===== src/sv/ogls_pkg.sv =====
// Shared types, codes and constants of the Ogg lacing sample splitter.
package ogls_pkg;

  // Defaults of the top-level parameters
  localparam int unsigned SEGMENT_DIVISOR_DEF = 5;
  localparam int unsigned EV_QUEUE_DEPTH_DEF  = 2;
  localparam int unsigned OUT_QUEUE_DEPTH_DEF = 2;

  // Field widths
  localparam int unsigned OFFSET_W    = 48;
  localparam int unsigned SIZE_W      = 16;
  localparam int unsigned DUR_W       = 31;
  localparam int unsigned HDUR_W      = 32;
  localparam int unsigned START_W     = 17;
  localparam int unsigned FRAME_W     = 16;
  localparam int unsigned CFG_DATA_W  = 31;
  localparam int unsigned CFG_INDEX_W = 1;

  // Limits and magic values
  localparam logic [SIZE_W-1:0]  MAX_PACKET_BYTES = 16'd65025;
  localparam logic [START_W-1:0] MAX_PACKET_START = 17'h1FFFF;
  localparam logic [7:0]         LACE_CONT        = 8'd255;
  localparam logic [SIZE_W-1:0]  CUT_PAD          = 16'd4;
  localparam logic [FRAME_W-1:0] FRAME_LENGTH_RST = 16'd16384;

  // Input op codes
  localparam logic [1:0] OP_PAGE_START = 2'd0;
  localparam logic [1:0] OP_LACING     = 2'd1;
  localparam logic [1:0] OP_PAGE_END   = 2'd2;

  // Event kinds, front to back
  localparam logic [1:0] EV_FULL = 2'd0;
  localparam logic [1:0] EV_CUT  = 2'd1;
  localparam logic [1:0] EV_EOS  = 2'd2;

  // Config register indexes
  localparam logic [CFG_INDEX_W-1:0] CFG_FRAME_LENGTH  = 1'b0;
  localparam logic [CFG_INDEX_W-1:0] CFG_STREAM_OFFSET = 1'b1;

  typedef struct packed {
    logic [1:0]          op;
    logic [OFFSET_W-1:0] page_base;
    logic                page_continued;
    logic [7:0]          lacing_value;
    logic                last_lacing;
    logic                packet_head_bit;
    logic                end_of_stream;
  } in_item_t;

  typedef struct packed {
    logic [OFFSET_W-1:0] sample_offset;
    logic [SIZE_W-1:0]   sample_size;
    logic [DUR_W-1:0]    sample_duration;
    logic                not_sync;
  } out_item_t;

  typedef struct packed {
    logic [1:0]          kind;
    logic [OFFSET_W-1:0] offset;
    logic [SIZE_W-1:0]   size;
    logic                not_sync;
  } ev_t;

  typedef struct packed {
    logic [FRAME_W-1:0] frame_length;
    logic [DUR_W-1:0]   stream_offset_samples;
  } cfg_t;

endpackage


===== src/sv/ogg_lacing_sample_splitter_top.sv =====
// Top level of the Ogg lacing sample splitter.
// Takes one beat per cycle while in_full is low (page start, lacing value or
// page end) and turns the lacing stream of video pages into sample references,
// one packet behind: a packet is emitted when the next one ends or when an
// end-of-stream page ends. The front end counts packet bytes and offsets and
// pushes one event per packet end or end-of-stream page end into a short event
// queue; the back end pops one event per cycle while the result queue has room,
// keeps the held packet and pushes results into the result queue. Sustained
// rate is one input beat per clock while results are popped; the limit is the
// back end, which retires one event per cycle unless the result queue is full.
// in_full rises only when the event queue fills, which happens when results
// are not popped. The cut-packet share is an exact reciprocal multiply (one
// 31x32 product) in the back end. Config writes take effect the cycle after
// cfg_we and must only be done while no beats are in flight.
module ogg_lacing_sample_splitter_top #(
  parameter int unsigned SEGMENT_DIVISOR = ogls_pkg::SEGMENT_DIVISOR_DEF,
  parameter int unsigned EV_QUEUE_DEPTH  = ogls_pkg::EV_QUEUE_DEPTH_DEF,
  parameter int unsigned OUT_QUEUE_DEPTH = ogls_pkg::OUT_QUEUE_DEPTH_DEF
) (
  input  logic                                clk,
  input  logic                                rst_n,
  // input queue side
  input  logic                                in_push,
  output logic                                in_full,
  input  ogls_pkg::in_item_t                  in_item,
  // result queue side
  output logic                                out_empty,
  input  logic                                out_pop,
  output ogls_pkg::out_item_t                 out_item,
  // config writes
  input  logic                                cfg_we,
  input  logic [ogls_pkg::CFG_INDEX_W-1:0]    cfg_index,
  input  logic [ogls_pkg::CFG_DATA_W-1:0]     cfg_wdata
);
  import ogls_pkg::*;

  cfg_t      cfg_r;
  ev_t       ev_in, ev_out;
  logic      ev_push, ev_full, ev_empty, ev_pop;
  out_item_t res_in;
  logic      res_push, res_full;

  // config registers
  always_ff @(posedge clk) begin
    if (!rst_n) begin
      cfg_r.frame_length          <= FRAME_LENGTH_RST;
      cfg_r.stream_offset_samples <= '0;
    end else if (cfg_we) begin
      unique case (cfg_index)
        CFG_FRAME_LENGTH:  cfg_r.frame_length          <= cfg_wdata[FRAME_W-1:0];
        CFG_STREAM_OFFSET: cfg_r.stream_offset_samples <= cfg_wdata;
        default: ;
      endcase
    end
  end

  // front end: a beat is taken whenever the event queue has room
  assign in_full = ev_full;

  ogls_front u_front (
    .clk     (clk),
    .rst_n   (rst_n),
    .in_push (in_push),
    .in_item (in_item),
    .ev_full (ev_full),
    .ev_push (ev_push),
    .ev_data (ev_in)
  );

  ogls_fifo #(
    .W     ($bits(ev_t)),
    .DEPTH (EV_QUEUE_DEPTH)
  ) u_ev_q (
    .clk   (clk),
    .rst_n (rst_n),
    .push  (ev_push),
    .din   (ev_in),
    .full  (ev_full),
    .pop   (ev_pop),
    .dout  (ev_out),
    .empty (ev_empty)
  );

  ogls_back #(
    .SEGMENT_DIVISOR (SEGMENT_DIVISOR)
  ) u_back (
    .clk      (clk),
    .rst_n    (rst_n),
    .cfg      (cfg_r),
    .ev       (ev_out),
    .ev_empty (ev_empty),
    .ev_pop   (ev_pop),
    .out_full (res_full),
    .out_push (res_push),
    .out_data (res_in)
  );

  // result queue decouples the back end from out_pop
  ogls_fifo #(
    .W     ($bits(out_item_t)),
    .DEPTH (OUT_QUEUE_DEPTH)
  ) u_out_q (
    .clk   (clk),
    .rst_n (rst_n),
    .push  (res_push),
    .din   (res_in),
    .full  (res_full),
    .pop   (out_pop),
    .dout  (out_item),
    .empty (out_empty)
  );

endmodule


===== src/sv/ogls_fifo.sv =====
// Small register FIFO used for the event queue and the result queue.
module ogls_fifo #(
  parameter int unsigned W     = 8,
  parameter int unsigned DEPTH = 2
) (
  input  logic         clk,
  input  logic         rst_n,
  input  logic         push,
  input  logic [W-1:0] din,
  output logic         full,
  input  logic         pop,
  output logic [W-1:0] dout,
  output logic         empty
);

  localparam int unsigned PW = (DEPTH > 1) ? $clog2(DEPTH) : 1;
  localparam int unsigned CW = $clog2(DEPTH + 1);
  localparam logic [PW-1:0] LAST_PTR = PW'(DEPTH - 1);
  localparam logic [CW-1:0] FULL_CNT = CW'(DEPTH);

  logic [W-1:0]  mem [DEPTH];
  logic [PW-1:0] wr_ptr_r, wr_ptr_nxt;
  logic [PW-1:0] rd_ptr_r, rd_ptr_nxt;
  logic [CW-1:0] count_r, count_nxt;
  logic          push_ok, pop_ok;

  assign full    = (count_r == FULL_CNT);
  assign empty   = (count_r == '0);
  assign push_ok = push && !full;
  assign pop_ok  = pop && !empty;
  assign dout    = mem[rd_ptr_r];

  always_comb begin
    wr_ptr_nxt = wr_ptr_r;
    rd_ptr_nxt = rd_ptr_r;
    if (push_ok) begin
      wr_ptr_nxt = (wr_ptr_r == LAST_PTR) ? '0 : wr_ptr_r + 1'b1;
    end
    if (pop_ok) begin
      rd_ptr_nxt = (rd_ptr_r == LAST_PTR) ? '0 : rd_ptr_r + 1'b1;
    end
    unique case ({push_ok, pop_ok})
      2'b10:   count_nxt = count_r + 1'b1;
      2'b01:   count_nxt = count_r - 1'b1;
      default: count_nxt = count_r;
    endcase
  end

  always_ff @(posedge clk) begin
    if (!rst_n) begin
      wr_ptr_r <= '0;
      rd_ptr_r <= '0;
      count_r  <= '0;
    end else begin
      wr_ptr_r <= wr_ptr_nxt;
      rd_ptr_r <= rd_ptr_nxt;
      count_r  <= count_nxt;
    end
  end

  always_ff @(posedge clk) begin
    if (push_ok) begin
      mem[wr_ptr_r] <= din;
    end
  end

endmodule


===== src/sv/ogls_front.sv =====
// Front end: takes input beats, tracks page/packet byte counts, emits packet events.
module ogls_front (
  input  logic              clk,
  input  logic              rst_n,
  input  logic              in_push,
  input  ogls_pkg::in_item_t in_item,
  input  logic              ev_full,
  output logic              ev_push,
  output ogls_pkg::ev_t     ev_data
);
  import ogls_pkg::*;

  logic [OFFSET_W-1:0] base_r, base_nxt;
  logic                flag_r, flag_nxt;
  logic [SIZE_W-1:0]   bytes_r, bytes_nxt;
  logic [START_W-1:0]  start_r, start_nxt;

  logic                accept;
  logic [SIZE_W:0]     bytes_sum;
  logic [SIZE_W-1:0]   bytes_sat;
  logic                is_cut;
  logic                pkt_end;
  logic [SIZE_W-1:0]   pkt_size;
  logic [START_W:0]    start_sum;
  logic [START_W-1:0]  start_sat;

  assign accept = in_push && !ev_full;

  always_comb begin
    bytes_sum = {1'b0, bytes_r} + {{(SIZE_W-7){1'b0}}, in_item.lacing_value};
    bytes_sat = (bytes_sum > {1'b0, MAX_PACKET_BYTES}) ? MAX_PACKET_BYTES
                                                       : bytes_sum[SIZE_W-1:0];
    is_cut    = in_item.last_lacing && (in_item.lacing_value == LACE_CONT);
    pkt_end   = (in_item.lacing_value != LACE_CONT) || in_item.last_lacing;
    // cut packets never exceed 65025 + 4, so no carry out
    pkt_size  = bytes_sat + (is_cut ? CUT_PAD : '0);
    start_sum = {1'b0, start_r} + {{(START_W-SIZE_W+1){1'b0}}, pkt_size};
    start_sat = (start_sum > {1'b0, MAX_PACKET_START}) ? MAX_PACKET_START
                                                       : start_sum[START_W-1:0];

    ev_data.kind     = is_cut ? EV_CUT : EV_FULL;
    ev_data.offset   = base_r + {{(OFFSET_W-START_W){1'b0}}, start_r};
    ev_data.size     = pkt_size;
    ev_data.not_sync = flag_r || (pkt_size == '0) || in_item.packet_head_bit;

    base_nxt  = base_r;
    flag_nxt  = flag_r;
    bytes_nxt = bytes_r;
    start_nxt = start_r;
    ev_push   = 1'b0;

    unique case (in_item.op)
      OP_PAGE_START: begin
        base_nxt  = in_item.page_base;
        flag_nxt  = in_item.page_continued;
        bytes_nxt = '0;
        start_nxt = '0;
      end
      OP_LACING: begin
        if (pkt_end) begin
          ev_push   = accept;
          bytes_nxt = '0;
          start_nxt = start_sat;
          flag_nxt  = 1'b0;
        end else begin
          bytes_nxt = bytes_sat;
        end
      end
      OP_PAGE_END: begin
        if (in_item.end_of_stream) begin
          ev_data.kind = EV_EOS;
          ev_push      = accept;
        end
      end
      default: ;
    endcase
  end

  always_ff @(posedge clk) begin
    if (!rst_n) begin
      base_r  <= '0;
      flag_r  <= 1'b0;
      bytes_r <= '0;
      start_r <= '0;
    end else if (accept) begin
      base_r  <= base_nxt;
      flag_r  <= flag_nxt;
      bytes_r <= bytes_nxt;
      start_r <= start_nxt;
    end
  end

endmodule


===== src/sv/ogls_back.sv =====
// Back end: holds one packet, assigns durations and emits sample references.
module ogls_back #(
  parameter int unsigned SEGMENT_DIVISOR = ogls_pkg::SEGMENT_DIVISOR_DEF
) (
  input  logic                clk,
  input  logic                rst_n,
  input  ogls_pkg::cfg_t      cfg,
  input  ogls_pkg::ev_t       ev,
  input  logic                ev_empty,
  output logic                ev_pop,
  input  logic                out_full,
  output logic                out_push,
  output ogls_pkg::out_item_t out_data
);
  import ogls_pkg::*;

  // Exact divide of a 31-bit value by the constant: x * M >> S
  localparam int unsigned   DIV_K = $clog2(SEGMENT_DIVISOR);
  localparam int unsigned   DIV_S = DUR_W + DIV_K;
  localparam logic [63:0]   DIV_M = ((64'd1 << DIV_S) / SEGMENT_DIVISOR) + 64'd1;
  localparam logic [31:0]   DIV_M32 = DIV_M[31:0];

  logic                held_valid_r;
  logic [OFFSET_W-1:0] held_offset_r;
  logic [SIZE_W-1:0]   held_size_r;
  logic [HDUR_W-1:0]   held_dur_r, held_dur_nxt;
  logic                held_ns_r;

  logic                dur_pos;
  logic [DUR_W+31:0]   prod;
  logic [DUR_W+31:0]   prod_sh;
  logic [DUR_W-1:0]    quot;
  logic [DUR_W-1:0]    share;
  logic [HDUR_W-1:0]   frame_ext;
  logic                emit;
  logic                update;
  logic [DUR_W-1:0]    dur_out;

  assign ev_pop    = !ev_empty && !out_full;
  assign frame_ext = {{(HDUR_W-FRAME_W){1'b0}}, cfg.frame_length};
  assign dur_pos   = (held_dur_r != '0) && !held_dur_r[HDUR_W-1];
  assign prod      = {32'b0, held_dur_r[DUR_W-1:0]} * {{DUR_W{1'b0}}, DIV_M32};
  assign prod_sh   = prod >> DIV_S;
  assign quot      = prod_sh[DUR_W-1:0];
  assign share     = (quot == '0) ? DUR_W'(1) : quot;

  always_comb begin
    emit         = 1'b0;
    update       = 1'b0;
    dur_out      = DUR_W'(1);
    // first packet of the stream
    held_dur_nxt = frame_ext + {1'b0, cfg.stream_offset_samples};
    unique case (ev.kind)
      EV_EOS: begin
        emit = held_valid_r;
        if (dur_pos) begin
          dur_out = held_dur_r[DUR_W-1:0];
        end
      end
      EV_FULL: begin
        update = 1'b1;
        if (held_valid_r) begin
          emit = 1'b1;
          if (dur_pos) begin
            dur_out      = held_dur_r[DUR_W-1:0];
            held_dur_nxt = frame_ext;
          end else begin
            held_dur_nxt = frame_ext + held_dur_r - HDUR_W'(1);
          end
        end
      end
      EV_CUT: begin
        update = 1'b1;
        if (held_valid_r) begin
          emit = 1'b1;
          if (dur_pos) begin
            dur_out      = share;
            held_dur_nxt = held_dur_r - {1'b0, share};
          end else begin
            held_dur_nxt = held_dur_r - HDUR_W'(1);
          end
        end
      end
      default: ;
    endcase
  end

  assign out_push = ev_pop && emit;

  always_comb begin
    out_data.sample_offset   = held_offset_r;
    out_data.sample_size     = held_size_r;
    out_data.sample_duration = dur_out;
    out_data.not_sync        = held_ns_r;
  end

  always_ff @(posedge clk) begin
    if (!rst_n) begin
      held_valid_r <= 1'b0;
    end else if (ev_pop && update) begin
      held_valid_r <= 1'b1;
    end
  end

  always_ff @(posedge clk) begin
    if (ev_pop && update) begin
      held_offset_r <= ev.offset;
      held_size_r   <= ev.size + 1'b1;
      held_dur_r    <= held_dur_nxt;
      held_ns_r     <= ev.not_sync;
    end
  end

endmodule


===== config.mk =====
export PLATFORM = sky130hd
export DESIGN_NAME = ogg_lacing_sample_splitter_top
export DESIGN_NICKNAME = d
export VERILOG_FILES = /design/src/sv/ogls_pkg.sv /design/src/sv/ogg_lacing_sample_splitter_top.sv /design/src/sv/ogls_fifo.sv /design/src/sv/ogls_front.sv /design/src/sv/ogls_back.sv
export SDC_FILE = /design/constraint.sdc
export NUM_CORES = 2
export LEC_CHECK = 0
export BUFFER_PORTS_ARGS = -buffer_cell sky130_fd_sc_hd__buf_2
export CAP_MARGIN = 20
export CORE_MARGIN = 4
export CORE_UTILIZATION = 30
export DETAILED_ROUTE_END_ITERATION = 10
export PLACE_DENSITY = 0.42
export SLEW_MARGIN = 20
export SYNTH_ARGS = -nofsm -noshare
export SYNTH_HDL_FRONTEND = slang
export SYNTH_HIERARCHICAL = 1
export SYNTH_SLANG_ARGS = --single-unit

===== constraint.sdc =====
create_clock -name clk -period 12.03 [get_ports clk]
set_clock_uncertainty 0.2 [all_clocks]
set_input_delay 2.406 -clock clk [delete_from_list [all_inputs] [get_ports clk]]
set_output_delay 2.406 -clock clk [all_outputs]
set_load 0.05 [all_outputs]

Yosys cells after proc, flatten, opt, wreduce, memory -nomap -nowiden --
Memory sizes are Yosys's and may differ from the RTL's. A register that Yosys moved wholly into a read port is not among the register bits. Cells that the tools add are included.
Word-level totals: latch bits 0, memories 2, logic and storage cells 131, bits in registers 235, memory bits (writable) 326, output and inout bits 98, input port bits 99, bits in read-only memories 0
Memories:
- u_out_q.mem | depth 2, bits a word 96, read ports 1, clocked after Yosys merged registers in 1, write ports 1, RTL line ogls_fifo.sv:21 | logic [W-1:0] mem [DEPTH];
- u_ev_q.mem | depth 2, bits a word 67, read ports 1, clocked after Yosys merged registers in 1, write ports 1, RTL line ogls_fifo.sv:21
Operators by class: multiply operators 1, mux-type cells 43, order comparisons 2, bitwise operators 1, equality and inequality tests 13, shifts and indexed selects 0, divide/modulo/power cells 0, reduce and logical (&&, ||, !) cells 34, $add $sub $neg 18
Operators with widths (count):
- $mux W32 | 4
- $mux W31 | 4
- $pmux W31 S3 | 1
- $pmux W32 S2 | 1
- $sub A32 B1 Y32 const B | 2
- $mul A31 B32 Y63 const B | 1
- $add A48 B17 Y48 | 1
- $mux W17 | 2
- $pmux W17 S2 | 1
- $add A16 B31 Y32 | 1
- $add A16 B32 Y32 | 1
- $mux W16 | 2
- $pmux W16 S2 | 1
- $reduce_bool A32 Y1 | 1
- $sub A32 B31 Y32 | 1
- $logic_not A31 Y1 | 1
- $mux W29 | 1
- $add A17 B16 Y18 | 1
- $gt A18 B17 Y1 const B | 1
- $mux W1 | 18
- $add A16 B8 Y17 | 1
- $gt A17 B16 Y1 const B | 1
- $add A16 B1 Y16 const B | 1
- $add A16 B16 Y16 | 1
- 22 further kinds | 62

Longest topological paths before layout --
word-level depth 9, depth in mapped cells 43, depth with buffers taken out 42

Hierarchy --
Netlist, hierarchy kept.
By module, submodules not included:
- ogls_back | cells an instance 2281, area each 21190.3 um^2, times used 1, seq. area each 2932.8 um^2
- ogls_fifo at u_out_q | cells an instance 325, area each 7164.4 um^2, times used 1, seq. area each 5865.6 um^2
- ogls_front | cells an instance 832, area each 6563.8 um^2, times used 1, seq. area each 1641.6 um^2
- ogls_fifo at u_ev_q | cells an instance 234, area each 5057.4 um^2, times used 1, seq. area each 4124.0 um^2
- ogg_lacing_sample_splitter_top | cells an instance 194, area each 1833.0 um^2, times used 1, seq. area each 940.9 um^2

Least setup slack after synthesis --
OpenSTA, ideal clock, no wires.
kind register to register, start point reg u_back.held_dur_r[16], end point reg u_back.held_dur_r[29], data pin, required time 11691 ps, stages on the path, launching flop included 41, slack 1892 ps, buffers on the path 1, library setup time 139 ps, clock period less this slack 10138 ps, arrival time 9799 ps, cells stage by stage edfxtp_1 inv_1 ha_1 inv_1 fa_1 inv_1 fa_1 inv_1 fa_1 fa_1 inv_1 fa_1 fa_1 inv_1 fa_1 inv_1 ha_1 buf_2 [5 not listed] nor2_1 o211ai_1 or4_4 nor4_4 nand3_1 o21ai_1 ha_1 nor2b_1 o21a_1 o21ai_0 a21o_1 a31oi_1 a21o_1 a2111o_1 a21oi_1 o21ai_0 a2111o_1 nand4b_1
Between the ends: word-level cells in the longest chain between the ends 7, elaborated cells on any way between the ends 14, those cells by class add/sub: 4; mul: 1; mux: 6; reduce/logical: 3
RTL lines:
- start: declaration | RTL line ogls_back.sv:26 | logic [HDUR_W-1:0] held_dur_r, held_dur_nxt;
- start signal: assignment | RTL line ogls_back.sv:109 | held_dur_r <= held_dur_nxt;
- $mul A31 B32 Y63 | RTL line ogls_back.sv:42 | assign prod = {32'b0, held_dur_r[DUR_W-1:0]} * {{DUR_W{1'b0}}, DIV_M32};
- $logic_not A31 Y1 | RTL line ogls_back.sv:45 | assign share = (quot == '0) ? DUR_W'(1) : quot;
- $mux W29 | RTL line ogls_back.sv:45
- $sub A32 B31 Y32 | RTL line ogls_back.sv:78 | held_dur_nxt = held_dur_r - {1'b0, share};
- $mux W32 | RTL line ogls_back.sv:76 | if (dur_pos) begin
- $mux W32 | RTL line ogls_back.sv:74 | if (held_valid_r) begin
- $pmux W32 S2 (*) | RTL line ogls_back.sv:53 | unique case (ev.kind)
- named net u_back.held_dur_nxt[29] | RTL line ogls_back.sv:26
Mark *: on every way through the listed nets, which the timed path passes. The rest lies on a longest branch. A chain may end at the register's enable or synchronous reset.

Worst setup path after layout --
start point reg u_back.held_dur_r[29], end point reg u_back.held_dur_r[26], data pin
The elaborated chain is that of the path after synthesis.

==> flow_metrics.env <==
export IMPL_min_path_cells=0
export IMPL_gp_congestion=0.877
export IMPL_die_y_um=381
export IMPL_tightestPinTransition_ns=1.06
export IMPL_hold_viol_final=0
export IMPL_final_nets=4892
export IMPL_cp_slowest_stage_delay_ns=0.62
export IMPL_yosysSeqAreaShare_pct=37.1
export IMPL_yosys_area_top_type_share_pct=30.4
export IMPL_via_per_inst=4.88
export IMPL_endpoint_kind="flop"
export IMPL_dieArea_mm2=0.145
export IMPL_grt_max_degree=68
export IMPL_outcome="complete, no violations"
export IMPL_core_area_mm2=0.138
export IMPL_rsz0062_at_grt="false"
export IMPL_setup_viol=0
export IMPL_fin_crit_sh_pct=94.2
export IMPL_r2r_cells=41
export IMPL_syn_num_nets=4670
export IMPL_syn_area_mm2=0.0418
export IMPL_yosys_cell_types_count=100
export IMPL_hpwl_mm=107
export IMPL_vias=29300
export IMPL_gr_usage_all_layers_pct=18.2
export IMPL_ys_ff_latch=563
export IMPL_worstSkewPairLatency_ns=0.64
export IMPL_wl_per_cell_um=22.3
export IMPL_crit_required_ns=12.21
export IMPL_netlist_instances=3866
export IMPL_port_buffers=196
export IMPL_ys_async_sr_fraction_pct=0
export IMPL_slew_violations=0
export IMPL_drt_initial_drc_count=1835
export IMPL_hp_class="flop to flop"
export IMPL_ys_flop_type="edfxtp_1"
export IMPL_cts_hold_buf=0
export IMPL_cp_slowest_cell="fa_1"
export IMPL_synth_warnings=6
export IMPL_slew_headroom_pct=29.5
export IMPL_grt_pass1_wl_mm=200
export IMPL_synth_edff_count=423
export IMPL_die_width_um=381
export IMPL_clkTransAtPathRegs_ns=0.06
export IMPL_max_freq_mhz=88.3
export IMPL_drc_errors=0
export IMPL_grt_pass1_vias=30000
export IMPL_cp_max_fo=7
export IMPL_h_tree_depth=3
export IMPL_cts_tree="built"
export IMPL_area_growth_pct=13.4
export IMPL_io_pins=197
export IMPL_drt_wl_total_mm=134
export IMPL_overflow=0
export IMPL_min_period_ns=11.33
export IMPL_antenna_found_initial=1
export IMPL_avgSynthCellArea_um2=10.8
export IMPL_crit_type="flop to flop"
export IMPL_num_rows=136
export IMPL_setup_tns_final_ns=0
export IMPL_critPathLaunchType="flop"
export IMPL_cts_made_buffers=67
export IMPL_clockBufferDepth=3
export IMPL_drt_pass1_iter_count=5
export IMPL_cap_violations=0
export IMPL_synth_area_leader_cell="edfxtp_1"
export IMPL_cp_common_cell="fa_1"
export IMPL_worstPathArrival_ns=11.51
export IMPL_layout_drive_gt1_share_pct=13.6
export IMPL_nFillCells=14100
export IMPL_initial_utilization_pct=30.3
export IMPL_ys_top_cells_by_area="edfxtp_1 30%, ha_1 14%, fa_1 11%, dfxtp_1 6.7%, inv_1 4.0%"
export IMPL_ant_nets=0
export IMPL_cts_sinks=563
export IMPL_clock_tree_root_cell="clkbuf_16"
## cell usage in the layout (no fill, tap or decap), types with 107 or more instances in the layout
master	instances
nand2_1	332
mux2_2	107
nor2_1	135
o21ai_0	139
ha_1	467
xnor2_1	117
dfxtp_1	138
inv_1	444
edfxtp_1	423
fa_1	238
a21oi_1	151
buf_2	195
## per-stage QoR
stage               setup slack [ns]  instance area, µm²  std cells  util (%)  hold slack [ns]
floorplan                       1.89               41800       3866         -            0.221
global placement               0.343               45100       5872      32.7            0.221
detailed placement             0.274               45100       5873      32.7            0.230
CTS                            0.247               47300       5996      34.3            0.243
global route                  0.0803               47400       6005      34.4            0.252
finish                         0.703               47400       6009      34.4            0.241
## worst max-delay path, delay by kind of cell, from the launching register on
family,cells,cell delay (ns)
AO/OA/AOI/OAI,15,3.19
adder cells (fa/ha/maj),11,5.20
buffers and inverters,9,0.99
flip-flops,1,0.45
AND/OR/NAND/NOR,6,1.03
## cell usage after synthesis, types with 26 or more instances
cell type and count:
and3_1 38, edfxtp_1 423, nand2b_1 30, nand2_1 333, o21ai_0 140, xor2_1 72
nand4_1 61, nor2_1 139, a21oi_1 152, a21o_1 83, clkbuf_1 76, a21boi_0 54
mux2i_1 38, inv_1 446, o21a_1 26, nand3_1 65, dfxtp_1 140, nor2b_1 38
nor3_1 57, mux2_2 107, xnor2_1 117, ha_1 467, mux2_1 58, fa_1 238
## worst paths after layout
kind                      endpoint  slack (ns)                      from
max reg2reg  u_back/held_dur_r[26]        0.70     u_back/held_dur_r[29]
min reg2reg     u_out_q/mem[0][78]        0.24  u_back/held_offset_r[30]
min             u_out_q/mem[0][78]        0.24  u_back/held_offset_r[30]
max          u_back/held_dur_r[26]        0.70     u_back/held_dur_r[29]
## repair_timing
item	CTS	global route
gates resized for setup	0	10
endpoints found under the setup margin	0	12
setup buffers	0	9
hold endpoints to repair	0	0
## layer usage
layer | track usage (%) | part of all wire (%) | wire length, µm | vias to the layer above
met5 | 0 | 0.0097 | 13 | -
met2 | 31.5 | 49 | 65500 | 500
met1 | 24.6 | 46 | 61500 | 14500
li1 | - | - | - | 14200
met4 | 3.91 | 1.9 | 2520 | 2
met3 | 2.04 | 3.2 | 4270 | 115
## registers in the layout, indices dropped and copies added, names as in the netlist, named ones only
| signal | flops |
|---|---|
| u_back/held_offset_r | 48 |
| u_front/base_r | 48 |
| u_front/flag_r | 1 |
| u_ev_q/count_r | 2 |
| u_out_q/count_r | 2 |
| cfg_r | 47 |
| u_out_q/rd_ptr_r | 1 |
| u_back/held_valid_r | 1 |
| u_ev_q/mem | 134 |
| u_back/held_size_r | 16 |
| u_front/bytes_r | 16 |
| u_back/held_dur_r | 32 |
| u_front/start_r | 17 |
| u_out_q/wr_ptr_r | 1 |
| u_back/held_ns_r | 1 |
| u_ev_q/rd_ptr_r | 1 |
| u_ev_q/wr_ptr_r | 1 |
| u_out_q/mem | 192 |
## kinds of logic after synthesis
logic type                 synth area share, %
and+or+nand+nor                           10.6
buffers and inverters                     5.45
AOI/OAI and AO/OA                         12.2
DFF                                       37.1
adders and majority gates                 25.4
muxes                                     5.35
xor gates and xnor gates                  4.00
## layout make-up
type | instances | area (µm²) | area share [%]
Antenna cell | 4 | 10.0 | 0.0211
Clock buffer | 84 | 1850 | 3.89
Clock inverter | 39 | 338 | 0.712
Inverter | 448 | 1680 | 3.55
Multi-Input combinational cell | 2736 | 24100 | 50.9
Sequential cell | 563 | 15500 | 32.7
Tap cell | 1863 | 2330 | 4.92
Timing Repair Buffer | 272 | 1550 | 3.28
Power is left out: the tool's default activity adds up to more than one toggle a clock period on the data nets, which glitch-free logic cannot reach.
